==> config.mk <==
export PLATFORM = sky130hd
export DESIGN_NAME = keyframe_linear_interpolator_unit_flat
export DESIGN_NICKNAME = d
export VERILOG_FILES = /design/src/hw/rtl/kli_pkg.sv /design/src/hw/rtl/kli_if.sv /design/src/hw/rtl/keyframe_linear_interpolator_unit.sv /design/src/hw/rtl/kli_ram.sv /design/src/hw/rtl/kli_div.sv /design/src/hw/rtl/kli_ctrl.sv /design/src/hw/rtl/kli_dp.sv /design/src/flat_wrapper.sv
export SDC_FILE = /design/constraint.sdc
export NUM_CORES = 2
export LEC_CHECK = 0
export BUFFER_PORTS_ARGS = -buffer_cell sky130_fd_sc_hd__buf_4
export CELL_PAD_IN_SITES_DETAIL_PLACEMENT = 1
export CELL_PAD_IN_SITES_GLOBAL_PLACEMENT = 2
export CORE_MARGIN = 5
export CORE_UTILIZATION = 48
export CTS_CLUSTER_SIZE = 30
export DETAILED_ROUTE_END_ITERATION = 16
export PLACE_DENSITY = 0.82
export SETUP_SLACK_MARGIN = 0.3
export SLEW_MARGIN = 40
export SYNTH_ARGS = -nofsm -noshare
export SYNTH_HDL_FRONTEND = slang
export SYNTH_HIERARCHICAL = 1
export SYNTH_SLANG_ARGS = --single-unit
==> constraint.sdc <==
create_clock -name i_clk -period 23 [get_ports i_clk]
set_input_delay 0 -clock i_clk [delete_from_list [all_inputs] [get_ports i_clk]]
set_output_delay 0 -clock i_clk [all_outputs]
set_load 0.005 [all_outputs]
==> src/hw/rtl/kli_pkg.sv <==
`timescale 1ns / 1ps
// ----------------------------------------------------------------------------
// kli_pkg
// Shared types and constants of the keyframe linear interpolator.
// ----------------------------------------------------------------------------
package kli_pkg;

    localparam int FIELD_W     = 24;  // width of every pose field on the ports
    localparam int MODE_W      = 2;
    localparam int STEPS_W     = 8;
    localparam int KEYS_OUT_W  = 4;
    localparam int WIDE_W      = 34;  // holds any sum of two pose values, sign included
    localparam int LANES       = 4;   // x, y, z, angle

    localparam int MAX_KEYS_DEF = 9;
    localparam int VALUE_W_DEF  = 24;

    localparam logic [STEPS_W-1:0] STEPS_RESET = 8'd60;

    typedef enum logic [MODE_W-1:0] {
        MODE_TICK = 2'd0,
        MODE_SAVE = 2'd1,
        MODE_PLAY = 2'd2,
        MODE_SET  = 2'd3
    } t_mode;

    typedef enum logic [2:0] {
        S_IDLE,
        S_DECODE,
        S_RD_A,
        S_RD_B,
        S_CAP_B,
        S_DIV,
        S_WAIT,
        S_EMIT
    } t_state;

    typedef struct packed {
        logic accept;
        logic set_pose;
        logic save;
        logic play_start;
        logic play_stop;
        logic tick_step;
        logic tick_adv;
        logic tick_end;
        logic rd_b;
        logic cap_a;
        logic cap_b;
        logic load_key0;
        logic div_start;
        logic load_delta;
        logic emit;
    } t_cmd;

    typedef struct packed {
        t_mode mode;
        logic  active;
        logic  seg_done;
        logic  last_seg;
        logic  can_play;
        logic  div_done;
        logic  out_free;
    } t_status;

endpackage

==> src/hw/rtl/kli_if.sv <==
`timescale 1ns / 1ps
// ----------------------------------------------------------------------------
// kli_item_if / kli_result_if
// Valid/ready channels carrying input words and result words.
// ----------------------------------------------------------------------------
interface kli_item_if;
    logic                                 valid;
    logic                                 ready;
    logic        [kli_pkg::MODE_W-1:0]    mode;
    logic signed [kli_pkg::FIELD_W-1:0]   in_x;
    logic signed [kli_pkg::FIELD_W-1:0]   in_y;
    logic signed [kli_pkg::FIELD_W-1:0]   in_z;
    logic signed [kli_pkg::FIELD_W-1:0]   in_angle;

    modport source (output valid, mode, in_x, in_y, in_z, in_angle, input ready);
    modport sink   (input valid, mode, in_x, in_y, in_z, in_angle, output ready);
endinterface

interface kli_result_if;
    logic                                  valid;
    logic                                  ready;
    logic signed [kli_pkg::FIELD_W-1:0]    cur_x;
    logic signed [kli_pkg::FIELD_W-1:0]    cur_y;
    logic signed [kli_pkg::FIELD_W-1:0]    cur_z;
    logic signed [kli_pkg::FIELD_W-1:0]    cur_angle;
    logic                                  is_playing;
    logic                                  finished;
    logic        [kli_pkg::KEYS_OUT_W-1:0] stored_keys;
    logic                                  save_refused;

    modport source (output valid, cur_x, cur_y, cur_z, cur_angle, is_playing, finished,
                    stored_keys, save_refused, input ready);
    modport sink   (input valid, cur_x, cur_y, cur_z, cur_angle, is_playing, finished,
                    stored_keys, save_refused, output ready);
endinterface

==> src/hw/rtl/keyframe_linear_interpolator_unit.sv <==
`timescale 1ns / 1ps
// Flow: set, save, stop and plain ticks go from decode straight to the result hand-off;
//   play and segment-change ticks first read two keys and run the divider lanes.
// A new word is accepted only in the idle state, once the result of the last word is
//   handed off; recomputing increments waits on the one-bit-per-cycle divider lanes.
// Reset: synchronous, active low; clears pose, increments, key count and playback state,
//   reloads steps_per_segment to 60. Key store contents are not cleared.
// ----------------------------------------------------------------------------
// keyframe_linear_interpolator_unit
// Keyframe player: stores poses and steps linearly between them on each tick.
// ----------------------------------------------------------------------------
module keyframe_linear_interpolator_unit #(
    parameter int MAX_KEYS    = kli_pkg::MAX_KEYS_DEF,
    parameter int VALUE_WIDTH = kli_pkg::VALUE_W_DEF
) (
    input  logic                          i_clk,
    input  logic                          i_rst_n,
    kli_item_if.sink                      i_item,
    kli_result_if.source                  o_result,
    input  logic                          i_cfg_we,
    input  logic [kli_pkg::STEPS_W-1:0]   i_cfg_data
);

    kli_pkg::t_cmd    cmd;
    kli_pkg::t_status status;
    logic             in_ready;

    kli_ctrl u_ctrl (
        .i_clk      (i_clk),
        .i_rst_n    (i_rst_n),
        .i_in_valid (i_item.valid),
        .o_in_ready (in_ready),
        .i_status   (status),
        .o_cmd      (cmd)
    );

    assign i_item.ready = in_ready;

    kli_dp #(
        .MAX_KEYS    (MAX_KEYS),
        .VALUE_WIDTH (VALUE_WIDTH)
    ) u_dp (
        .i_clk          (i_clk),
        .i_rst_n        (i_rst_n),
        .i_cmd          (cmd),
        .o_status       (status),
        .i_cfg_we       (i_cfg_we),
        .i_cfg_data     (i_cfg_data),
        .i_mode         (i_item.mode),
        .i_in_x         (i_item.in_x),
        .i_in_y         (i_item.in_y),
        .i_in_z         (i_item.in_z),
        .i_in_angle     (i_item.in_angle),
        .i_out_ready    (o_result.ready),
        .o_out_valid    (o_result.valid),
        .o_cur_x        (o_result.cur_x),
        .o_cur_y        (o_result.cur_y),
        .o_cur_z        (o_result.cur_z),
        .o_cur_angle    (o_result.cur_angle),
        .o_is_playing   (o_result.is_playing),
        .o_finished     (o_result.finished),
        .o_stored_keys  (o_result.stored_keys),
        .o_save_refused (o_result.save_refused)
    );

endmodule

==> src/hw/rtl/kli_ram.sv <==
`timescale 1ns / 1ps
// ----------------------------------------------------------------------------
// kli_ram
// Generic single write port, single read port RAM with registered read data.
// ----------------------------------------------------------------------------
module kli_ram #(
    parameter int WIDTH = 96,
    parameter int DEPTH = 9
) (
    input  logic                     i_clk,
    input  logic                     i_we,
    input  logic [$clog2(DEPTH)-1:0] i_waddr,
    input  logic [WIDTH-1:0]         i_wdata,
    input  logic [$clog2(DEPTH)-1:0] i_raddr,
    output logic [WIDTH-1:0]         o_rdata
);

    logic [WIDTH-1:0] r_mem [DEPTH];
    logic [WIDTH-1:0] r_rdata;

    always_ff @(posedge i_clk) begin
        if (i_we) begin
            r_mem[i_waddr] <= i_wdata;
        end
        r_rdata <= r_mem[i_raddr];
    end

    assign o_rdata = r_rdata;

endmodule

==> src/hw/rtl/kli_div.sv <==
`timescale 1ns / 1ps
// ----------------------------------------------------------------------------
// kli_div
// Serial restoring divider: (b - a) / divisor, truncated toward zero,
// saturated to VALUE_WIDTH signed. One quotient bit per cycle.
// ----------------------------------------------------------------------------
module kli_div #(
    parameter int VALUE_WIDTH = 24
) (
    input  logic                               i_clk,
    input  logic                               i_rst_n,
    input  logic                               i_start,
    input  logic signed [VALUE_WIDTH-1:0]      i_a,
    input  logic signed [VALUE_WIDTH-1:0]      i_b,
    input  logic [kli_pkg::STEPS_W-1:0]        i_divisor,
    output logic                               o_done,
    output logic signed [VALUE_WIDTH-1:0]      o_quot
);

    localparam int QW = VALUE_WIDTH + 1;
    localparam int CW = $clog2(QW + 1);
    localparam int DW = kli_pkg::STEPS_W;
    localparam logic [QW-1:0] POS_LIM = QW'((longint'(1) << (VALUE_WIDTH - 1)) - 1);
    localparam logic [QW-1:0] NEG_LIM = QW'(longint'(1) << (VALUE_WIDTH - 1));

    logic              r_busy, n_busy;
    logic              r_done, n_done;
    logic [CW-1:0]     r_cnt, n_cnt;
    logic [QW-1:0]     r_quo, n_quo;
    logic [DW-1:0]     r_rem, n_rem;
    logic [DW-1:0]     r_dvs, n_dvs;
    logic              r_neg, n_neg;

    logic signed [QW-1:0] diff;
    logic [DW:0]          trial;

    always_comb begin
        diff  = QW'(i_b) - QW'(i_a);
        trial = {r_rem, r_quo[QW-1]};

        n_busy = r_busy;
        n_done = 1'b0;
        n_cnt  = r_cnt;
        n_quo  = r_quo;
        n_rem  = r_rem;
        n_dvs  = r_dvs;
        n_neg  = r_neg;

        if (i_start) begin
            n_busy = 1'b1;
            n_cnt  = '0;
            n_rem  = '0;
            n_dvs  = i_divisor;
            n_neg  = diff[QW-1];
            n_quo  = diff[QW-1] ? QW'(-diff) : QW'(diff);
        end else if (r_busy) begin
            if (trial >= {1'b0, r_dvs}) begin
                n_rem = DW'(trial - {1'b0, r_dvs});
                n_quo = {r_quo[QW-2:0], 1'b1};
            end else begin
                n_rem = trial[DW-1:0];
                n_quo = {r_quo[QW-2:0], 1'b0};
            end
            n_cnt = r_cnt + CW'(1);
            if (r_cnt == CW'(QW - 1)) begin
                n_busy = 1'b0;
                n_done = 1'b1;
            end
        end
    end

    always_ff @(posedge i_clk) begin
        if (!i_rst_n) begin
            r_busy <= 1'b0;
            r_done <= 1'b0;
            r_cnt  <= '0;
        end else begin
            r_busy <= n_busy;
            r_done <= n_done;
            r_cnt  <= n_cnt;
        end
        r_quo <= n_quo;
        r_rem <= n_rem;
        r_dvs <= n_dvs;
        r_neg <= n_neg;
    end

    always_comb begin
        if (!r_neg) begin
            o_quot = (r_quo > POS_LIM) ? POS_LIM[VALUE_WIDTH-1:0] : r_quo[VALUE_WIDTH-1:0];
        end else if (r_quo > NEG_LIM) begin
            o_quot = NEG_LIM[VALUE_WIDTH-1:0];
        end else begin
            o_quot = VALUE_WIDTH'(-r_quo);
        end
    end

    assign o_done = r_done;

endmodule

==> src/hw/rtl/kli_ctrl.sv <==
`timescale 1ns / 1ps
// ----------------------------------------------------------------------------
// kli_ctrl
// Sequencer: decodes each word and steps the datapath through reads of the
// key store, the increment division and the result hand-off.
// ----------------------------------------------------------------------------
module kli_ctrl (
    input  logic             i_clk,
    input  logic             i_rst_n,
    input  logic             i_in_valid,
    output logic             o_in_ready,
    input  kli_pkg::t_status i_status,
    output kli_pkg::t_cmd    o_cmd
);

    kli_pkg::t_state r_state, n_state;

    always_ff @(posedge i_clk) begin
        if (!i_rst_n) begin
            r_state <= kli_pkg::S_IDLE;
        end else begin
            r_state <= n_state;
        end
    end

    always_comb begin
        n_state    = r_state;
        o_cmd      = '0;
        o_in_ready = 1'b0;

        case (r_state)
            kli_pkg::S_IDLE: begin
                o_in_ready = 1'b1;
                if (i_in_valid) begin
                    o_cmd.accept = 1'b1;
                    n_state      = kli_pkg::S_DECODE;
                end
            end
            kli_pkg::S_DECODE: begin
                n_state = kli_pkg::S_EMIT;
                case (i_status.mode)
                    kli_pkg::MODE_TICK: begin
                        if (i_status.active) begin
                            if (!i_status.seg_done) begin
                                o_cmd.tick_step = 1'b1;
                            end else if (i_status.last_seg) begin
                                o_cmd.tick_end = 1'b1;
                            end else begin
                                o_cmd.tick_adv = 1'b1;
                                n_state        = kli_pkg::S_RD_A;
                            end
                        end
                    end
                    kli_pkg::MODE_SAVE: begin
                        o_cmd.save = 1'b1;
                    end
                    kli_pkg::MODE_PLAY: begin
                        if (i_status.can_play) begin
                            o_cmd.play_start = 1'b1;
                            n_state          = kli_pkg::S_RD_A;
                        end else begin
                            o_cmd.play_stop = 1'b1;
                        end
                    end
                    kli_pkg::MODE_SET: begin
                        o_cmd.set_pose = 1'b1;
                    end
                    default: begin
                        n_state = kli_pkg::S_EMIT;
                    end
                endcase
            end
            kli_pkg::S_RD_A: begin
                n_state = kli_pkg::S_RD_B;
            end
            kli_pkg::S_RD_B: begin
                o_cmd.rd_b  = 1'b1;
                o_cmd.cap_a = 1'b1;
                n_state     = kli_pkg::S_CAP_B;
            end
            kli_pkg::S_CAP_B: begin
                o_cmd.cap_b     = 1'b1;
                o_cmd.load_key0 = (i_status.mode == kli_pkg::MODE_PLAY);
                n_state         = kli_pkg::S_DIV;
            end
            kli_pkg::S_DIV: begin
                o_cmd.div_start = 1'b1;
                n_state         = kli_pkg::S_WAIT;
            end
            kli_pkg::S_WAIT: begin
                if (i_status.div_done) begin
                    o_cmd.load_delta = 1'b1;
                    n_state          = kli_pkg::S_EMIT;
                end
            end
            kli_pkg::S_EMIT: begin
                if (i_status.out_free) begin
                    o_cmd.emit = 1'b1;
                    n_state    = kli_pkg::S_IDLE;
                end
            end
            default: begin
                n_state = kli_pkg::S_IDLE;
            end
        endcase
    end

endmodule

==> src/hw/rtl/kli_dp.sv <==
`timescale 1ns / 1ps
// ----------------------------------------------------------------------------
// kli_dp
// Datapath: pose and increment registers, key store, four divider lanes,
// playback counters and the result register.
// ----------------------------------------------------------------------------
module kli_dp #(
    parameter int MAX_KEYS    = 9,
    parameter int VALUE_WIDTH = 24
) (
    input  logic                                 i_clk,
    input  logic                                 i_rst_n,
    input  kli_pkg::t_cmd                        i_cmd,
    output kli_pkg::t_status                     o_status,
    input  logic                                 i_cfg_we,
    input  logic        [kli_pkg::STEPS_W-1:0]   i_cfg_data,
    input  logic        [kli_pkg::MODE_W-1:0]    i_mode,
    input  logic signed [kli_pkg::FIELD_W-1:0]   i_in_x,
    input  logic signed [kli_pkg::FIELD_W-1:0]   i_in_y,
    input  logic signed [kli_pkg::FIELD_W-1:0]   i_in_z,
    input  logic signed [kli_pkg::FIELD_W-1:0]   i_in_angle,
    input  logic                                 i_out_ready,
    output logic                                 o_out_valid,
    output logic signed [kli_pkg::FIELD_W-1:0]   o_cur_x,
    output logic signed [kli_pkg::FIELD_W-1:0]   o_cur_y,
    output logic signed [kli_pkg::FIELD_W-1:0]   o_cur_z,
    output logic signed [kli_pkg::FIELD_W-1:0]   o_cur_angle,
    output logic                                 o_is_playing,
    output logic                                 o_finished,
    output logic        [kli_pkg::KEYS_OUT_W-1:0] o_stored_keys,
    output logic                                 o_save_refused
);

    localparam int WW    = kli_pkg::WIDE_W;
    localparam int FW    = kli_pkg::FIELD_W;
    localparam int SW    = kli_pkg::STEPS_W;
    localparam int NL    = kli_pkg::LANES;
    localparam int KW    = $clog2(MAX_KEYS + 1);
    localparam int AW    = $clog2(MAX_KEYS);
    localparam int KEY_W = NL * VALUE_WIDTH;

    localparam logic signed [WW-1:0] VW_MAX  = WW'((longint'(1) << (VALUE_WIDTH - 1)) - 1);
    localparam logic signed [WW-1:0] VW_MIN  = WW'(-(longint'(1) << (VALUE_WIDTH - 1)));
    localparam logic signed [WW-1:0] OUT_MAX = WW'((longint'(1) << (FW - 1)) - 1);
    localparam logic signed [WW-1:0] OUT_MIN = WW'(-(longint'(1) << (FW - 1)));

    function automatic logic signed [VALUE_WIDTH-1:0] sat_vw(input logic signed [WW-1:0] v);
        logic signed [WW-1:0] s;
        s = (v > VW_MAX) ? VW_MAX : ((v < VW_MIN) ? VW_MIN : v);
        return s[VALUE_WIDTH-1:0];
    endfunction

    function automatic logic signed [FW-1:0] sat_out(input logic signed [WW-1:0] v);
        logic signed [WW-1:0] s;
        s = (v > OUT_MAX) ? OUT_MAX : ((v < OUT_MIN) ? OUT_MIN : v);
        return s[FW-1:0];
    endfunction

    logic        [SW-1:0]          r_steps;
    kli_pkg::t_mode                r_mode;
    logic signed [FW-1:0]          r_in    [NL];
    logic signed [VALUE_WIDTH-1:0] r_pose  [NL];
    logic signed [VALUE_WIDTH-1:0] r_delta [NL];
    logic        [KEY_W-1:0]       r_key_a;
    logic        [KEY_W-1:0]       r_key_b;
    logic        [KW-1:0]          r_total;
    logic        [KW-1:0]          r_seg;
    logic        [SW-1:0]          r_cnt;
    logic                          r_active;
    logic                          r_fin;
    logic                          r_ref;

    logic                          r_out_valid;
    logic signed [FW-1:0]          r_out_cur [NL];
    logic                          r_out_play;
    logic                          r_out_fin;
    logic        [kli_pkg::KEYS_OUT_W-1:0] r_out_keys;
    logic                          r_out_ref;

    logic        [SW-1:0]          steps_eff;
    logic        [KW-1:0]          seg_nxt;
    logic        [KW+1:0]          seg_end;
    logic                          store_full;
    logic        [KEY_W-1:0]       wdata;
    logic        [KEY_W-1:0]       rdata;
    logic        [AW-1:0]          raddr;
    logic        [KW-1:0]          raddr_full;
    logic        [NL-1:0]          div_done;
    logic signed [VALUE_WIDTH-1:0] div_quot [NL];
    logic        [KW+kli_pkg::KEYS_OUT_W-1:0] keys_ext;

    assign steps_eff  = (r_steps == '0) ? SW'(1) : r_steps;
    assign seg_nxt    = r_seg + KW'(1);
    assign seg_end    = (KW + 2)'(seg_nxt) + (KW + 2)'(2);
    assign store_full = (r_total == KW'(MAX_KEYS));
    assign raddr_full = i_cmd.rd_b ? seg_nxt : r_seg;
    assign raddr      = raddr_full[AW-1:0];
    assign keys_ext   = (KW + kli_pkg::KEYS_OUT_W)'(r_total);

    always_comb begin
        o_status          = '0;
        o_status.mode     = r_mode;
        o_status.active   = r_active;
        o_status.seg_done = (r_cnt >= steps_eff);
        o_status.last_seg = (seg_end > (KW + 2)'(r_total));
        o_status.can_play = !r_active && (r_total > KW'(1));
        o_status.div_done = &div_done;
        o_status.out_free = !r_out_valid || i_out_ready;
    end

    // key word layout: lane 0 (x) in the low bits
    generate
        for (genvar g = 0; g < NL; g++) begin : g_lane
            assign wdata[g*VALUE_WIDTH +: VALUE_WIDTH] = r_pose[g];

            kli_div #(
                .VALUE_WIDTH(VALUE_WIDTH)
            ) u_div (
                .i_clk     (i_clk),
                .i_rst_n   (i_rst_n),
                .i_start   (i_cmd.div_start),
                .i_a       ($signed(r_key_a[g*VALUE_WIDTH +: VALUE_WIDTH])),
                .i_b       ($signed(r_key_b[g*VALUE_WIDTH +: VALUE_WIDTH])),
                .i_divisor (steps_eff),
                .o_done    (div_done[g]),
                .o_quot    (div_quot[g])
            );
        end
    endgenerate

    kli_ram #(
        .WIDTH(KEY_W),
        .DEPTH(MAX_KEYS)
    ) u_store (
        .i_clk   (i_clk),
        .i_we    (i_cmd.save && !store_full),
        .i_waddr (r_total[AW-1:0]),
        .i_wdata (wdata),
        .i_raddr (raddr),
        .o_rdata (rdata)
    );

    always_ff @(posedge i_clk) begin
        if (!i_rst_n) begin
            r_steps  <= kli_pkg::STEPS_RESET;
            r_total  <= '0;
            r_seg    <= '0;
            r_cnt    <= '0;
            r_active <= 1'b0;
            r_fin    <= 1'b0;
            r_ref    <= 1'b0;
            r_mode   <= kli_pkg::MODE_TICK;
            for (int i = 0; i < NL; i++) begin
                r_pose[i]  <= '0;
                r_delta[i] <= '0;
            end
        end else begin
            if (i_cfg_we) begin
                r_steps <= i_cfg_data;
            end
            if (i_cmd.accept) begin
                r_mode <= kli_pkg::t_mode'(i_mode);
                r_fin  <= 1'b0;
                r_ref  <= 1'b0;
            end
            if (i_cmd.save) begin
                if (store_full) begin
                    r_ref <= 1'b1;
                end else begin
                    r_total <= r_total + KW'(1);
                end
            end
            if (i_cmd.play_start) begin
                r_active <= 1'b1;
                r_seg    <= '0;
                r_cnt    <= '0;
            end
            if (i_cmd.play_stop) begin
                r_active <= 1'b0;
            end
            if (i_cmd.tick_step) begin
                r_cnt <= r_cnt + SW'(1);
            end
            if (i_cmd.tick_adv) begin
                r_seg <= seg_nxt;
                r_cnt <= '0;
            end
            if (i_cmd.tick_end) begin
                r_seg    <= '0;
                r_active <= 1'b0;
                r_fin    <= 1'b1;
            end
            for (int i = 0; i < NL; i++) begin
                if (i_cmd.set_pose) begin
                    r_pose[i] <= sat_vw(WW'(r_in[i]));
                end else if (i_cmd.load_key0) begin
                    r_pose[i] <= $signed(r_key_a[i*VALUE_WIDTH +: VALUE_WIDTH]);
                end else if (i_cmd.tick_step) begin
                    r_pose[i] <= sat_vw(WW'(r_pose[i]) + WW'(r_delta[i]));
                end
                if (i_cmd.load_delta) begin
                    r_delta[i] <= div_quot[i];
                end
            end
        end
    end

    // payload captures
    always_ff @(posedge i_clk) begin
        if (i_cmd.accept) begin
            r_in[0] <= i_in_x;
            r_in[1] <= i_in_y;
            r_in[2] <= i_in_z;
            r_in[3] <= i_in_angle;
        end
        if (i_cmd.cap_a) begin
            r_key_a <= rdata;
        end
        if (i_cmd.cap_b) begin
            r_key_b <= rdata;
        end
        if (i_cmd.emit) begin
            for (int i = 0; i < NL; i++) begin
                r_out_cur[i] <= sat_out(WW'(r_pose[i]));
            end
            r_out_play <= r_active;
            r_out_fin  <= r_fin;
            r_out_keys <= keys_ext[kli_pkg::KEYS_OUT_W-1:0];
            r_out_ref  <= r_ref;
        end
    end

    always_ff @(posedge i_clk) begin
        if (!i_rst_n) begin
            r_out_valid <= 1'b0;
        end else if (i_cmd.emit) begin
            r_out_valid <= 1'b1;
        end else if (i_out_ready) begin
            r_out_valid <= 1'b0;
        end
    end

    assign o_out_valid    = r_out_valid;
    assign o_cur_x        = r_out_cur[0];
    assign o_cur_y        = r_out_cur[1];
    assign o_cur_z        = r_out_cur[2];
    assign o_cur_angle    = r_out_cur[3];
    assign o_is_playing   = r_out_play;
    assign o_finished     = r_out_fin;
    assign o_stored_keys  = r_out_keys;
    assign o_save_refused = r_out_ref;

endmodule
==> src/flat_wrapper.sv <==
// flat-port wrapper written by rule: the top's interface ports become plain ports
module keyframe_linear_interpolator_unit_flat 
#(
    parameter int MAX_KEYS    = kli_pkg::MAX_KEYS_DEF,
    parameter int VALUE_WIDTH = kli_pkg::VALUE_W_DEF
)
  (i_clk, i_rst_n, i_cfg_we, i_cfg_data, i_item_valid, i_item_mode, i_item_in_x, i_item_in_y, i_item_in_z, i_item_in_angle, i_item_ready, o_result_valid, o_result_cur_x, o_result_cur_y, o_result_cur_z, o_result_cur_angle, o_result_is_playing, o_result_finished, o_result_stored_keys, o_result_save_refused, o_result_ready);
  kli_item_if i_item_i ();
  kli_result_if o_result_i ();
  input  logic i_clk;
  input  logic i_rst_n;
  input  logic i_cfg_we;
  input  logic [kli_pkg::STEPS_W-1:0] i_cfg_data;
  input wire logic [$bits(i_item_i.valid)-1:0] i_item_valid;
  input wire logic [$bits(i_item_i.mode)-1:0] i_item_mode;
  input wire logic [$bits(i_item_i.in_x)-1:0] i_item_in_x;
  input wire logic [$bits(i_item_i.in_y)-1:0] i_item_in_y;
  input wire logic [$bits(i_item_i.in_z)-1:0] i_item_in_z;
  input wire logic [$bits(i_item_i.in_angle)-1:0] i_item_in_angle;
  output wire logic [$bits(i_item_i.ready)-1:0] i_item_ready;
  output wire logic [$bits(o_result_i.valid)-1:0] o_result_valid;
  output wire logic [$bits(o_result_i.cur_x)-1:0] o_result_cur_x;
  output wire logic [$bits(o_result_i.cur_y)-1:0] o_result_cur_y;
  output wire logic [$bits(o_result_i.cur_z)-1:0] o_result_cur_z;
  output wire logic [$bits(o_result_i.cur_angle)-1:0] o_result_cur_angle;
  output wire logic [$bits(o_result_i.is_playing)-1:0] o_result_is_playing;
  output wire logic [$bits(o_result_i.finished)-1:0] o_result_finished;
  output wire logic [$bits(o_result_i.stored_keys)-1:0] o_result_stored_keys;
  output wire logic [$bits(o_result_i.save_refused)-1:0] o_result_save_refused;
  input wire logic [$bits(o_result_i.ready)-1:0] o_result_ready;
  assign i_item_i.valid = i_item_valid;
  assign i_item_i.mode = i_item_mode;
  assign i_item_i.in_x = i_item_in_x;
  assign i_item_i.in_y = i_item_in_y;
  assign i_item_i.in_z = i_item_in_z;
  assign i_item_i.in_angle = i_item_in_angle;
  assign i_item_ready = i_item_i.ready;
  assign o_result_valid = o_result_i.valid;
  assign o_result_cur_x = o_result_i.cur_x;
  assign o_result_cur_y = o_result_i.cur_y;
  assign o_result_cur_z = o_result_i.cur_z;
  assign o_result_cur_angle = o_result_i.cur_angle;
  assign o_result_is_playing = o_result_i.is_playing;
  assign o_result_finished = o_result_i.finished;
  assign o_result_stored_keys = o_result_i.stored_keys;
  assign o_result_save_refused = o_result_i.save_refused;
  assign o_result_i.ready = o_result_ready;
  keyframe_linear_interpolator_unit #(.MAX_KEYS(MAX_KEYS), .VALUE_WIDTH(VALUE_WIDTH)) u_core (.i_clk(i_clk), .i_rst_n(i_rst_n), .i_item(i_item_i), .o_result(o_result_i), .i_cfg_we(i_cfg_we), .i_cfg_data(i_cfg_data));
endmodule
# --- Yosys cells after proc, flatten, opt, wreduce, memory -nomap -nowiden ---
# Memory sizes are Yosys's and may differ from the RTL's. A register that Yosys moved wholly into a read port is not among the register bits.
# Index checks and enable logic that the tools add are counted.
totals:
  regBits: 404
  ramBits: 1248
  in_bits: 111
  output_inout_bits: 105
  n_memories: 5
mem_list:
  columns: ["memory", "depth", "word_bits", "read_ports", "rd_clocked_by_memory_dff", "wr", "line", "source"]
  rows:
  - ["u_core.u_dp.u_store.r_mem", 9, 96, 1, 1, 1, "kli_ram.sv:18", "logic [WIDTH-1:0] r_mem [DEPTH];"]
  - ["u_core.u_dp.r_delta", 4, 24, 4, 0, 4, "kli_dp.sv:63", "logic signed [VALUE_WIDTH-1:0] r_delta [NL];"]
  - ["u_core.u_dp.r_in", 4, 24, 4, 0, 4, "kli_dp.sv:61", "logic signed [FW-1:0] r_in [NL];"]
  - ["u_core.u_dp.r_out_cur", 4, 24, 4, 0, 4, "kli_dp.sv:74", "logic signed [FW-1:0] r_out_cur [NL];"]
  - ["u_core.u_dp.r_pose", 4, 24, 4, 0, 4, "kli_dp.sv:62", "logic signed [VALUE_WIDTH-1:0] r_pose [NL];"]
classes:
  add_sub_neg: 28
  n_lt_le_gt_ge: 39
  eq_ne: 18
  muxes: 154
  bitwise: 22
  n_reduce_logical: 28
op_table:
  columns: ["cell", "n"]
  rows:
  - ["two-way mux 24 bit", 52]
  - ["two-way mux 25 bit", 12]
  - ["greater-than comparator 25 x 24 -> 1 bit (second input constant)", 8]
  - ["greater-than comparator 24 bit (second input constant)", 8]
  - ["less-than comparator 24 bit (second input constant)", 8]
  - ["adder 24 x 24 -> 25 bit", 4]
  - ["greater-than comparator 25 x 23 -> 1 bit (second input constant)", 4]
  - ["less-than comparator 25 x 24 -> 1 bit (second input constant)", 4]
  - ["negation 25 bit", 4]
  - ["subtractor 24 x 24 -> 25 bit", 4]
  - ["negation 24 bit", 4]
  - ["two-way mux 1 bit", 64]
  - ["two-way mux 8 bit", 7]
  - ["greater-or-equal comparator 9 x 8 -> 1 bit", 4]
  - ["subtractor 8 bit", 4]
  - ["two-way mux 3 bit", 9]
  - ["one-hot mux 3 bit (8 select lines)", 1]
  - ["adder 5 x 1 -> 5 bit (second input constant)", 4]
  - ["== test 5 bit (second input constant)", 4]
  - ["bitwise OR 1 bit", 16]
  - ["nonzero test 2 bit", 8]
  - ["OR reduction 3 bit", 5]
  - ["== test 3 bit (second input constant)", 4]
  - ["two-way mux 4 bit", 3]
  - ["other kinds (27)", 44]

# --- Longest topological paths before layout ---
depth:
  depth_word: 14
  ltp_mapped: 19

# --- Modules after synthesis ---
# Netlist, hierarchy kept.
modules_own_cells:
  columns: ["module", "instances", "cells_each", "area_each_um2", "seq_area_each_um2"]
  rows:
  - ["kli_ram", 1, 1853, 35699.2, 27866.7]
  - ["kli_dp", 1, 2023, 27422.6, 18107.4]
  - ["kli_div (u_core.u_dp.g_lane[0].u_div ...)", 3, 705, 5467.7, 1321.3]
  - ["kli_div (u_core.u_dp.g_lane[3].u_div)", 1, 714, 5540.3, 1321.3]
  - ["kli_ctrl", 1, 46, 336.6, 60.1]

# --- Worst setup path after synthesis ---
# No wires, ideal clock.
synth_path:
  path_kind: "register -> register"
  from: "register u_core.u_ctrl.r_state[2]"
  to: "memory u_core.u_dp.r_pose[0][0], enable pin"
  setup_ps: 433
  arrival_time_ps: 10038
  slack_ps: 12529
  path_stages_with_launch: 5
  path_buffers: 1
  period_less_slack_ps: 10471
  path_cell_list: "dfxtp_1 clkbuf_1 nor3b_1 and3b_1 or3_1"
synth_rtl:
  columns: ["item", "line", "source"]
  rows:
  - ["start: declaration", "kli_ctrl.sv:16", "kli_pkg::t_state r_state, n_state;"]
  - ["start signal: assignment", "kli_ctrl.sv:20", "r_state <= kli_pkg::S_IDLE;"]
  - ["start signal: assignment", "kli_ctrl.sv:22", "r_state <= n_state;"]
  - ["end: declaration", "kli_dp.sv:62", null]

==> flow_metrics.py <==
metrics = {
    "global_routing": {
        "grt_overflow_total": 0,
        "grt_first_pass_wirelength_mm": 389,
        "grt_pass1_vias": 60800,
        "grt_start_max_net_pins": 170,
        "grt_antenna_before_repair": 6,
        "grt_use_total": 0.273,
    },
    "sta": {
        "final.period_utilization": 0.252,
        "fin_crit_ns": 5.80,
        "setup_tns_ns": 0,
        "fmax_mhz": 173,
        "rsz0062_at_grt": "no",
        "hold_viol": 0,
        "setup_violations": 0,
        "skew_ns": 0.0401,
        "max_slew_margin": 0.343,
        "worst_pin_slew_ns": 0.986,
        "fin_ws_ns": 17.20,
        "slew_violations": 0,
    },
    "floorplanning": {
        "die_width_um": 432,
        "rows": 154,
        "ios": 216,
        "core-area_um2": 176000,
        "initial_core_util": 0.484,
        "die_h_um": 432,
        "design.die.area_um2": 186000,
    },
    "place": {
        "gp_congestion": 0.858,
        "place_ws_ns": 17.22,
        "portBuffers": 215,
        "placed_area_um2": 89000,
        "dp_hpwl_mm": 170,
    },
    "finish": {
        "ff_latch_area_um2": 51300,
        "area_growth_pct": 14.3,
        "final_nets": 7410,
        "multi_input_area_um2": 31300,
        "fin_area_um2": 97600,
        "nFillCells": 17500,
        "drive_gt1_frac": 0.138,
    },
    "detailed_routing": {
        "drt_wl_total_mm": 262,
        "drt.antenna.violating_nets": 0,
        "via_per_inst": 6.14,
        "dr_total_vias": 58500,
        "drt_iter0_drc": 4613,
        "drt-wirelength-per-cell_um": 27.4,
        "drc": 0,
        "drt_first_pass_iters": 5,
    },
    "power": {
        "p_switching_mw": 2.17,
        "powerDensity_nw_per_um2": 82.9,
        "ir_drop_v": 0.0000619,
        "p_comb_frac": 0.144,
        "seq_power_share": 0.471,
        "p_leak_nw": 35.0,
        "pwr-share-clk": 0.386,
        "swShare": 0.268,
        "intPower_mw": 5.92,
    },
    "yosys": {
        "synth_common_cells": "edfxtp_1, nand2_1, nor2_1",
        "synth_area_leader_cell": "edfxtp_1",
        "netlist_area_um2": 85400,
        "syn_nets": 7136,
        "syn-instance-count": 6751,
        "yosysMostFrequentCell": "edfxtp_1",
        "ys_seq_area_frac": 0.601,
        "syn_avg_cell_area_um2": 12.7,
        "synth_top_area_frac": 0.557,
        "yosysWarnings": 6,
        "synthTopCellsByArea": "edfxtp_1, dfxtp_1, ha_1",
        "synth_cell_types": 118,
        "synth-seq-cells": 1772,
        "ys.flop_type": "edfxtp_1",
        "async_flop_share": 0,
        "synth_edf_count": 1583,
    },
    "cts": {
        "clock_latency_ns": 0.85,
        "cts_max_level": 4,
        "clk_pin_slew_worst_paths_ns": 0.06,
        "cts.sinks": 1772,
        "clk_path_buf_depth": 3,
        "cts_tree": "yes",
        "post_cts_buffers": 0,
        "post_cts_resize_count": 0,
        "postCtsHoldBufs": 220,
        "cts-root-buf": "clkbuf_16",
        "cts_made_buffers": 184,
    },
    "outcome": {
        "status": "finished clean",
    },
    "job": {
        "drv_cap": 0,
    },
    "setup_path": {
        "cp_data_required_time_ns": 23.54,
        "arrival_ns": 6.33,
        "worstSetupPathType": "reg -> reg",
        "critPathMaxFanout": 29,
        "critPathLaunchType": "flop",
        "crit_path_end_kind": "flop",
    },
    "worst_hold_path": {
        "hold_class": "in -> reg",
    },
}
-- kinds of logic after synthesis --
group | count (synthesis) | synth area share
flops | 1772 | 0.601
mux | 434 | 0.0540
simple gates | 1680 | 0.100
xor+xnor | 219 | 0.0225
compound gates | 1667 | 0.145
buf+inv | 705 | 0.0360
fa+ha+maj | 274 | 0.0412
-- cell usage in the layout (no fill, tap or decap), types with 121 or more instances in the layout --
cell / count
edfxtp_1: 1583
and3_1: 133
clkbuf_16: 186
ha_1: 261
dfxtp_1: 188
dlygate4sd3_1: 220
nand2_1: 425
inv_1: 272
xnor2_1: 133
mux2i_1: 233
a22o_1: 126
a21oi_1: 366
nand3_1: 121
nor2_1: 367
buf_4: 260
o21ai_0: 189
-- worst paths after layout --
check,startpoint,to,slack (ns),cells after the start
setup / recovery,u_core/u_dp/r_steps[3]$_SDFFE_PN1P_,u_core/u_dp/r_pose[2][9]$_SDFFCE_PN0P_,17.20,17
hold / removal,i_cfg_data[2],u_core/u_dp/r_steps[2]$_SDFFE_PN1P_,0.08,4
setup reg to reg,u_core/u_dp/r_steps[3]$_SDFFE_PN1P_,u_core/u_dp/r_pose[2][9]$_SDFFCE_PN0P_,17.20,17
hold reg to reg,u_core/u_dp/u_store/o_rdata[95]$_DFF_P_,u_core/u_dp/r_key_b[95]$_DFFE_PP_,0.43,0
-- registers in the layout, summed over array words and instances (netlist names), 96 cells and up --
name	cells
u_core/u_dp/r_delta	96
u_core/u_dp/r_in	96
u_core/u_dp/r_key_b	96
u_core/u_dp/u_store/o_rdata	96
u_core/u_dp/u_store/r_mem	864
u_core/u_dp/r_out_cur	96
u_core/u_dp/r_key_a	96
u_core/u_dp/r_pose	96
u_core/u_dp/g_lane.u_div/r_quo	100
-- power groups by stage --
stage	logic (mW)	clock network (mW)	registers (mW)
after floorplan	0.823	0	3.80
after global placement	1.07	0	3.87
after detailed placement	1.11	0	3.87
after CTS	1.15	3.16	3.80
after global routing	1.27	3.33	3.82
final	1.16	3.12	3.81
-- worst max-delay path: stages, from the launching register on --
cell and delay [ns]:
dfxtp_1 0.38, nor4_1 0.39, a41o_1 0.33, ha_1 0.26
nand2b_1 0.14, a21o_1 0.18, a21o_1 0.17, a21o_1 0.18
a21o_1 0.17, a21oi_1 0.14, nor2b_1 0.06, o21ai_0 0.15
nand2b_1 0.12, nor2_1 0.63, and2_2 0.85, buf_4 0.51
o311a_2 0.65, a21oi_1 0.16
-- area by class of cell --
class | count | area share
sequential | 1772 | 0.526
tap | 2340 | 0.0300
clock buffer | 231 | 0.0511
antenna | 1 | 0.0000256
clock inverter | 117 | 0.0138
multi-input combinational | 4274 | 0.321
timing repair buffer | 517 | 0.0481
inverter | 276 | 0.0106
-- stage by stage --
| stage | utilization | hold slack [ns] | power (mW) | instances |
|---|---|---|---|---|
| global route | 0.553 | 0.0791 | 8.42 | 9527 |
| detailed placement | 0.504 | 0.180 | 4.98 | 8957 |
| CTS | 0.552 | 0.00810 | 8.12 | 9525 |
| floorplan | - | 0.0989 | 4.62 | 6751 |
| finish | 0.553 | 0.0777 | 8.09 | 9528 |
| global placement | 0.502 | 0.179 | 4.94 | 8946 |
-- per-layer routing --
metal  vias up  global-route usage  part of all wire
met1     30100               0.373              0.44
met2      1677               0.463              0.49
met5         -                   0           0.00012
met4         4              0.0736             0.027
met3       350              0.0354             0.050
li1      26300                   -                 -
Note: power is estimated with default switching activity, not from simulation.
